$ cat src/hdl/lpfe_pkg.sv
`timescale 1ns / 1ps
// ----------------------------------------------------------------------------
// lpfe_pkg
// Shared types and constants of the length-prefixed frame extractor.
// ----------------------------------------------------------------------------
package lpfe_pkg;

    localparam int BYTE_W    = 8;
    localparam int CFG_W     = 17;
    localparam int HDR_LEN   = 15;
    localparam int HDR_CNT_W = 4;
    localparam int APB_DW    = 32;
    localparam int APB_AW    = 3;

    localparam logic [CFG_W-1:0] MAX_LEN_RESET = 17'd65536;

    localparam logic [BYTE_W-1:0] CHAR_COLON = 8'h3A;
    localparam logic [BYTE_W-1:0] CHAR_ZERO  = 8'h30;
    localparam logic [BYTE_W-1:0] CHAR_NINE  = 8'h39;

    // Register index of the length limit (taken from paddr[2]).
    localparam logic REG_MAX_LEN = 1'b0;

    typedef struct packed {
        logic [BYTE_W-1:0] payload_byte;
        logic              first_byte;
        logic              last_byte;
    } lpfe_result_t;

    // Fixed header text, one character per index.
    function automatic logic [BYTE_W-1:0] hdr_char(input logic [HDR_CNT_W-1:0] idx);
        logic [BYTE_W-1:0] c;
        begin
            case (idx)
                4'd0:    c = 8'h6D; // m
                4'd1:    c = 8'h65; // e
                4'd2:    c = 8'h73; // s
                4'd3:    c = 8'h73; // s
                4'd4:    c = 8'h61; // a
                4'd5:    c = 8'h67; // g
                4'd6:    c = 8'h65; // e
                4'd7:    c = 8'h5F; // _
                4'd8:    c = 8'h6C; // l
                4'd9:    c = 8'h65; // e
                4'd10:   c = 8'h6E; // n
                4'd11:   c = 8'h67; // g
                4'd12:   c = 8'h74; // t
                4'd13:   c = 8'h68; // h
                4'd14:   c = 8'h3A; // :
                default: c = 8'h00;
            endcase
            return c;
        end
    endfunction

endpackage

$ cat src/hdl/lpfe_parser.sv
`timescale 1ns / 1ps
// ----------------------------------------------------------------------------
// lpfe_parser
// Header hunt, decimal length parse and payload count; one byte per cycle while in_fire is high.
// ----------------------------------------------------------------------------
module lpfe_parser #(
    parameter int BUFFER_BYTES = 65536
) (
    input  logic                        clk,
    input  logic                        rst_n,
    input  logic                        in_fire,
    input  logic [lpfe_pkg::BYTE_W-1:0] in_byte,
    input  logic [lpfe_pkg::CFG_W-1:0]  max_len,
    output logic                        res_valid,
    output lpfe_pkg::lpfe_result_t      res
);
    import lpfe_pkg::*;

    localparam int LIM_MAX = (BUFFER_BYTES < 131071) ? BUFFER_BYTES : 131071;
    localparam int ACC_W   = $clog2(LIM_MAX + 2);
    localparam int PROD_W  = ACC_W + 4;

    typedef enum logic [1:0] {
        PH_HUNT = 2'd0,
        PH_LEN  = 2'd1,
        PH_DATA = 2'd2
    } phase_t;

    phase_t                 phase_reg, phase_next;
    logic [HDR_CNT_W-1:0]   match_reg, match_next;
    logic [ACC_W-1:0]       acc_reg, acc_next;
    logic [ACC_W-1:0]       rem_reg, rem_next;
    logic                   first_reg, first_next;

    logic [ACC_W-1:0]       limit;
    logic [PROD_W-1:0]      prod;
    logic [HDR_CNT_W-1:0]   cnt_cur;
    logic [HDR_CNT_W-1:0]   cnt_new;
    logic                   num_char;

    always_comb
    begin
        if (max_len > CFG_W'(LIM_MAX))
            limit = ACC_W'(LIM_MAX);
        else
            limit = ACC_W'(max_len);
    end

    assign num_char = (in_byte >= CHAR_ZERO) && (in_byte <= CHAR_NINE);
    // acc * 10 + digit
    assign prod = {acc_reg, 3'b000} + PROD_W'({acc_reg, 1'b0})
                + PROD_W'(in_byte - CHAR_ZERO);

    assign cnt_cur = (match_reg >= HDR_CNT_W'(HDR_LEN)) ? '0 : match_reg;

    always_comb
    begin
        if (in_byte == hdr_char(cnt_cur))
            cnt_new = cnt_cur + 1'b1;
        else if (in_byte == hdr_char('0))
            cnt_new = HDR_CNT_W'(1);
        else
            cnt_new = '0;
    end

    always_comb
    begin
        phase_next       = phase_reg;
        match_next       = match_reg;
        acc_next         = acc_reg;
        rem_next         = rem_reg;
        first_next       = first_reg;
        res_valid        = 1'b0;
        res.payload_byte = in_byte;
        res.first_byte   = first_reg;
        res.last_byte    = (rem_reg <= ACC_W'(1));

        case (phase_reg)
            PH_DATA:
            begin
                res_valid  = in_fire;
                first_next = 1'b0;
                if (rem_reg <= ACC_W'(1))
                begin
                    phase_next = PH_HUNT;
                    match_next = '0;
                    acc_next   = '0;
                    rem_next   = '0;
                end
                else
                begin
                    rem_next = rem_reg - 1'b1;
                end
            end
            PH_LEN:
            begin
                if (num_char)
                begin
                    if (prod > PROD_W'(limit))
                        acc_next = limit + 1'b1;   // saturate
                    else
                        acc_next = prod[ACC_W-1:0];
                end
                else if (in_byte == CHAR_COLON && acc_reg != '0 && acc_reg <= limit)
                begin
                    phase_next = PH_DATA;
                    rem_next   = acc_reg;
                    first_next = 1'b1;
                    acc_next   = '0;
                    match_next = '0;
                end
                else
                begin
                    // empty, oversize or malformed length: drop and hunt
                    phase_next = PH_HUNT;
                    match_next = '0;
                    acc_next   = '0;
                    rem_next   = '0;
                    first_next = 1'b0;
                end
            end
            default:
            begin
                phase_next = PH_HUNT;
                match_next = cnt_new;
                if (cnt_new == HDR_CNT_W'(HDR_LEN))
                begin
                    phase_next = PH_LEN;
                    match_next = '0;
                    acc_next   = '0;
                end
            end
        endcase
    end

    always_ff @(posedge clk or negedge rst_n)
    begin
        if (!rst_n)
        begin
            phase_reg <= PH_HUNT;
            match_reg <= '0;
            acc_reg   <= '0;
            rem_reg   <= '0;
            first_reg <= 1'b0;
        end
        else if (in_fire)
        begin
            phase_reg <= phase_next;
            match_reg <= match_next;
            acc_reg   <= acc_next;
            rem_reg   <= rem_next;
            first_reg <= first_next;
        end
    end

endmodule

$ cat src/hdl/lpfe_out_skid.sv
`timescale 1ns / 1ps
// ----------------------------------------------------------------------------
// lpfe_out_skid
// Output register with a one-beat skid stage toward the master side.
// ----------------------------------------------------------------------------
module lpfe_out_skid (
    input  logic                        clk,
    input  logic                        rst_n,
    input  logic                        in_valid,
    input  lpfe_pkg::lpfe_result_t      in_res,
    output logic                        in_ready,
    output logic                        m_tvalid,
    input  logic                        m_tready,
    output logic [lpfe_pkg::BYTE_W-1:0] m_tdata,   // [7:0] payload_byte
    output logic                        m_tuser,   // [0] first_byte
    output logic                        m_tlast
);
    import lpfe_pkg::*;

    logic         main_valid_reg;
    lpfe_result_t main_reg;
    logic         skid_valid_reg;
    lpfe_result_t skid_reg;

    assign in_ready = !skid_valid_reg;

    always_ff @(posedge clk or negedge rst_n)
    begin
        if (!rst_n)
        begin
            main_valid_reg <= 1'b0;
            skid_valid_reg <= 1'b0;
        end
        else if (!main_valid_reg || m_tready)
        begin
            // drain skid first, else load straight from the parser
            if (skid_valid_reg)
            begin
                main_valid_reg <= 1'b1;
                skid_valid_reg <= 1'b0;
            end
            else
            begin
                main_valid_reg <= in_valid;
            end
        end
        else if (in_valid && in_ready)
        begin
            skid_valid_reg <= 1'b1;
        end
    end

    always_ff @(posedge clk)
    begin
        if (!main_valid_reg || m_tready)
        begin
            if (skid_valid_reg)
                main_reg <= skid_reg;
            else
                main_reg <= in_res;
        end
        if (in_valid && in_ready && main_valid_reg && !m_tready)
            skid_reg <= in_res;
    end

    assign m_tvalid = main_valid_reg;
    assign m_tdata  = main_reg.payload_byte;
    assign m_tuser  = main_reg.first_byte;
    assign m_tlast  = main_reg.last_byte;

endmodule

$ cat src/hdl/length_prefixed_frame_extractor_core.sv
`timescale 1ns / 1ps
// ----------------------------------------------------------------------------
// length_prefixed_frame_extractor_core
// Pulls length-prefixed frames out of a byte stream.
// ----------------------------------------------------------------------------
// Every input beat is one stream byte, and the block takes one byte per clock
// while s_tready is high; the parser state registers update on each accepted
// byte. Bytes are searched for the fixed 15-byte header, followed by a decimal
// length and ':'. The next length bytes leave on the master side with tuser
// marking the first and tlast the last byte of the frame; all other bytes
// produce no beat. Lengths of zero, above the length limit register (capped at
// the smaller of BUFFER_BYTES and 131071) or broken by a non-digit drop the
// header. Each result is registered in a two-entry output stage, which keeps
// the slave side open for one beat while the master side stalls.
module length_prefixed_frame_extractor_core #(
    parameter int BUFFER_BYTES = 65536
) (
    input  logic                        clk,
    input  logic                        rst_n,
    // slave side
    input  logic                        s_tvalid,
    output logic                        s_tready,
    input  logic [lpfe_pkg::BYTE_W-1:0] s_tdata,   // [7:0] rx_byte
    // master side
    output logic                        m_tvalid,
    input  logic                        m_tready,
    output logic [lpfe_pkg::BYTE_W-1:0] m_tdata,   // [7:0] payload_byte
    output logic                        m_tuser,   // [0] first_byte
    output logic                        m_tlast,   // last_byte
    // configuration
    input  logic                        psel,
    input  logic                        penable,
    input  logic                        pwrite,
    input  logic [lpfe_pkg::APB_AW-1:0] paddr,
    input  logic [lpfe_pkg::APB_DW-1:0] pwdata,
    output logic [lpfe_pkg::APB_DW-1:0] prdata,
    output logic                        pready
);
    import lpfe_pkg::*;

    logic [CFG_W-1:0] max_len_reg;
    logic             in_fire;
    logic             res_valid;
    lpfe_result_t     res;

    assign pready = 1'b1;

    always_ff @(posedge clk or negedge rst_n)
    begin
        if (!rst_n)
            max_len_reg <= MAX_LEN_RESET;
        else if (psel && penable && pwrite && pready && paddr[2] == REG_MAX_LEN)
            max_len_reg <= pwdata[CFG_W-1:0];
    end

    always_comb
    begin
        if (paddr[2] == REG_MAX_LEN)
            prdata = APB_DW'(max_len_reg);
        else
            prdata = '0;
    end

    assign in_fire = s_tvalid && s_tready;

    lpfe_parser #(
        .BUFFER_BYTES (BUFFER_BYTES)
    ) u_parser (
        .clk       (clk),
        .rst_n     (rst_n),
        .in_fire   (in_fire),
        .in_byte   (s_tdata),
        .max_len   (max_len_reg),
        .res_valid (res_valid),
        .res       (res)
    );

    lpfe_out_skid u_out (
        .clk      (clk),
        .rst_n    (rst_n),
        .in_valid (res_valid),
        .in_res   (res),
        .in_ready (s_tready),
        .m_tvalid (m_tvalid),
        .m_tready (m_tready),
        .m_tdata  (m_tdata),
        .m_tuser  (m_tuser),
        .m_tlast  (m_tlast)
    );

`ifndef SYNTHESIS
    // skid stage only fills behind a held output beat
    a_skid_needs_main: assert property (@(posedge clk) disable iff (!rst_n)
        !s_tready |-> m_tvalid)
        else $error("slave side closed with no output beat pending");

    a_skid_fill_on_stall: assert property (@(posedge clk) disable iff (!rst_n)
        $fell(s_tready) |-> $past(m_tvalid && !m_tready))
        else $error("skid stage filled while output was not stalled");

    a_skid_drains: assert property (@(posedge clk) disable iff (!rst_n)
        !s_tready && m_tready |=> s_tready)
        else $error("skid stage did not drain on output handshake");
`endif

endmodule
$ cat config.mk
export PLATFORM = sky130hd
export DESIGN_NAME = length_prefixed_frame_extractor_core
export DESIGN_NICKNAME = d
export VERILOG_FILES = /design/src/hdl/lpfe_pkg.sv /design/src/hdl/lpfe_parser.sv /design/src/hdl/lpfe_out_skid.sv /design/src/hdl/length_prefixed_frame_extractor_core.sv
export SDC_FILE = /design/constraint.sdc
export NUM_CORES = 1
export LEC_CHECK = 0
export BUFFER_PORTS_ARGS = -buffer_cell sky130_fd_sc_hd__clkbuf_2
export CORE_AREA = 2 2 112 114
export CTS_CLUSTER_SIZE = 20
export DETAILED_ROUTE_END_ITERATION = 8
export DIE_AREA = 0 0 114 116
export PLACE_DENSITY = 0.92
export SLEW_MARGIN = 20
export SYNTH_ARGS = -nofsm -noshare
export SYNTH_HDL_FRONTEND = slang
export SYNTH_SLANG_ARGS = --single-unit
$ cat constraint.sdc
create_clock -name clk -period 5.6 [get_ports clk]
set_clock_uncertainty 0.2 [all_clocks]
set_input_delay 0.28 -clock clk [delete_from_list [all_inputs] [get_ports clk]]
set_output_delay 0.28 -clock clk [all_outputs]
set_load 0.05 [all_outputs]
==> results.md <==
* Outcome: complete, no violations
* Detailed Routing Iterations Pass 1 at 6
* Worst ir drop on vdd at roughly 0.27 mV
* Iteration-0 DRC count of the detailed router at between 500 and 600
* Via-per-instance ratio at roughly 6.6
* CP required at about 5600 ps
* Commonest cells after routing, fill and taps aside: 65 x sky130_fd_sc_hd__ha_1, 61 x sky130_fd_sc_hd__clkbuf_2, 59 x sky130_fd_sc_hd__dfrtp_1
* Avg Cell Area, Syn at between 9 and 10 um^2
* Max Cap Violations at 0
* Bufs on Longest Clock Path at 2
* Wire length of the first global-routing pass at 31100 um
* Tmin final at 5300 ps
* Path class of the lowest-slack min-delay path: in2reg
* Global-route usage over all layers at 0.296
* Final Slew Violations at 0
* Final wirelength at around 19000 um
* WS Path Type: reg2reg
* Final global-route overflow total at 0
* Pin count of the biggest net entering global routing at between 60 and 70
* CTS sink count at 80
* Share of synthesized area occupied by flip-flops and latches at 0.301
* Full die area at ~0.013 mm^2
* Setup repair after global routing missed its margin: no
* Number of placed I/O pins at 95
* Total area of multi-input combinational cells at ~0.0045 mm^2
* Leading area contributor after synthesis: sky130_fd_sc_hd__dfrtp_1
* HPWL after detailed placement at 13500 um
* Initial cell density of the core at 0.587
* Critical Path AT at 5320 ps
* Placement Cell Area at approximately 0.0074 mm^2
* Remaining number of nets flagged by the antenna check after routing at 0
* Post-synth EDFFs at 20
* Layout overhead on the synthesized area at 13.1%
* Clock latency of the later-clocked register in the worst-skew pair at between 300 and 400 ps
* Final period util at 0.946
* Average wire length per cell after detail routing at approximately 19 um
* Headroom to the max-slew limit at 0.422
* Buffers on Ports at between 60 and 70
* Number of hold violations in the final report at 0
* Die boundary height at between 100 and 150 um
* TritonCTS clock tree: done
* Critical Path Sink Type: flip-flop
* Setup crit start kind: flip-flop
* Final #Nets at roughly 970
* Ant diodes at 0
* Width of the die at about 110 um
* Total power consumption of the routed design at around 0.0021 W
* Distinct cell type count after synthesis at 67
* Initial antenna violation count at 0
* Clock-pin slew reported for the worst setup and hold paths after clock tree synthesis at 70 ps
* Num rows at 40
* CP max FO at 5
* Static Leak at around 3.6 nW
* Setup tns final at 0 ps
* Synth Flop Type: sky130_fd_sc_hd__dfrtp_1
* Ys async rst share at 0.750
* Core Area at roughly 0.012 mm^2
* Power per cell area at 271 mW/mm^2
* Number of setup buffers added after CTS at 0
* Area fraction of the dominant cell type after synthesis at 0.211
* RD Place Congestion at 0.970
* Transition time at the pin with the least slew margin at roughly 860 ps
* Fin Hold WS at 48.4 ps
* Number of global-route vias before repair at 6287
* Area taken by flip-flops and latches at about 0.0021 mm^2
* Number of failing setup endpoints in the final timing report at 0
* Level count of the clock H-tree at 3
* Fraction of final layout cells with drive strength greater than 1 at 0.165
* Most common cell after layout, fill and taps aside: sky130_fd_sc_hd__ha_1
* Synth top area cells: sky130_fd_sc_hd__dfrtp_1 21%, sky130_fd_sc_hd__ha_1 12%, sky130_fd_sc_hd__edfxtp_1 8.6%
* Seq cells post-synth at 80
* Max Freq at about 190 MHz
* Syn Inst Count at roughly 770
* CTS Root Buffer Type: sky130_fd_sc_hd__clkbuf_16
* Clock buffer count from CTS at 9
* Finished layout cell area at 0.00791 mm^2
* Via count of the routed design at roughly 6500
* Netlist area before placement at roughly 0.0070 mm^2
* Number of warnings reported in the yosys synthesis log at 0
* Number of fillers in the final layout at about 870
* DRC errors left at 0
[cells by family after synthesis]
logic type | count (synthesis) | synth area share
other | 2 | 0.00107
and+or+nand+nor | 258 | 0.194
DFF | 80 | 0.301
AOI/OAI and AO/OA | 190 | 0.191
xor gates and xnor gates | 38 | 0.0476
buffers and inverters | 89 | 0.0580
muxes | 28 | 0.0447
adders and majority gates | 81 | 0.162
[layer usage]
layer,vias to the layer above,global-route usage,part of all wire
met4,0,0.110,0.031
met2,366,0.527,0.50
li1,2979,-,-
met5,-,0,0
met1,3099,0.357,0.38
met3,69,0.0581,0.086
[timing repair]
action | 4_1_cts | 5_1_grt
hold endpoints to repair | 76 | 0
hold buffers | 18 | 0
endpoints found under the setup margin | 0 | 7
resized for setup | 0 | 1
[worst paths after layout]
| kind | startpoint | to | slack, ps | depth (start not counted) |
|---|---|---|---|---|
| max | u_parser.acc_reg[3]$_DFFE_PN0P_ | u_parser.acc_reg[12]$_DFFE_PN0P_ | 300 | 18 |
| min | s_tdata[4] | u_out.skid_reg[6]$_DFFE_PP_ | 50 | 1 |
| max reg2reg | u_parser.acc_reg[3]$_DFFE_PN0P_ | u_parser.acc_reg[12]$_DFFE_PN0P_ | 300 | 18 |
| min reg2reg | u_parser.first_reg$_DFFE_PN0P_ | u_out.skid_reg[1]$_DFFE_PP_ | 280 | 0 |
| max in group asynchronous | rst_n | u_parser.acc_reg[14]$_DFFE_PN0P_ | 4230 | 3 |
| min in group asynchronous | rst_n | u_parser.match_reg[1]$_DFFE_PN0P_ | 450 | 3 |
[area by class of cell]
cell class | count | area share
Clock inverter | 7 | 0.0127
Inverter | 43 | 0.0204
Sequential cell | 80 | 0.266
Multi-Input combinational cell | 611 | 0.575
Timing Repair Buffer | 92 | 0.0737
Tap cell | 147 | 0.0233
Clock buffer | 9 | 0.0285
[synthesized netlist by cell type (all sizes together) (5+ instances only)]
cell    count
fa         16
mux2       26
nand4      17
dfrtp      59
edfxtp     20
ha         65
a32o        5
clkbuf     26
o21a        6
or4         8
inv        42
nand2      58
and3        7
o211ai      8
a311o       5
a31o       11
xnor2      26
a21oi      31
nor2b      25
nand2b      7
nor4       23
a21o       18
xor2       12
nor3       15
o21ai      38
a31oi       8
o31ai      14
nand3      26
buf        20
and2        7
nor2       45
[power by group]
group	leakage, nW	total (W)	switching, W	internal [W]
Clock	0.161	0.000658	0.000262	0.000396
Combinational	2.48	0.000774	0.000476	0.000298
Sequential	0.981	0.000712	0.0000702	0.000642
[critical path, stage by stage, from the launching register on]
cell	delay (ps)
sky130_fd_sc_hd__dfrtp_1	510
sky130_fd_sc_hd__inv_1	180
sky130_fd_sc_hd__fa_1	520
sky130_fd_sc_hd__inv_1	40
sky130_fd_sc_hd__ha_1	340
sky130_fd_sc_hd__o21ai_0	270
sky130_fd_sc_hd__nor4_1	100
sky130_fd_sc_hd__or2_2	350
sky130_fd_sc_hd__o21ai_0	310
sky130_fd_sc_hd__o21bai_1	160
sky130_fd_sc_hd__xor2_1	250
sky130_fd_sc_hd__ha_1	300
sky130_fd_sc_hd__a21o_1	170
sky130_fd_sc_hd__a21oi_1	180
sky130_fd_sc_hd__o31a_1	160
sky130_fd_sc_hd__o21ai_0	100
sky130_fd_sc_hd__a22o_1	270
sky130_fd_sc_hd__or4_1	490
sky130_fd_sc_hd__a32o_1	260
[per-stage QoR]
stage / instances / worst slack, ps / utilization
after floorplan: 780 / 306 / -
after global routing: 989 / 38.5 / 0.664
after detailed placement: 955 / 105 / 0.621
final: 989 / 305 / 0.664
after CTS: 989 / 318 / 0.663
after global placement: 955 / 251 / 0.621
Note: power is estimated with default switching activity, not from simulation.
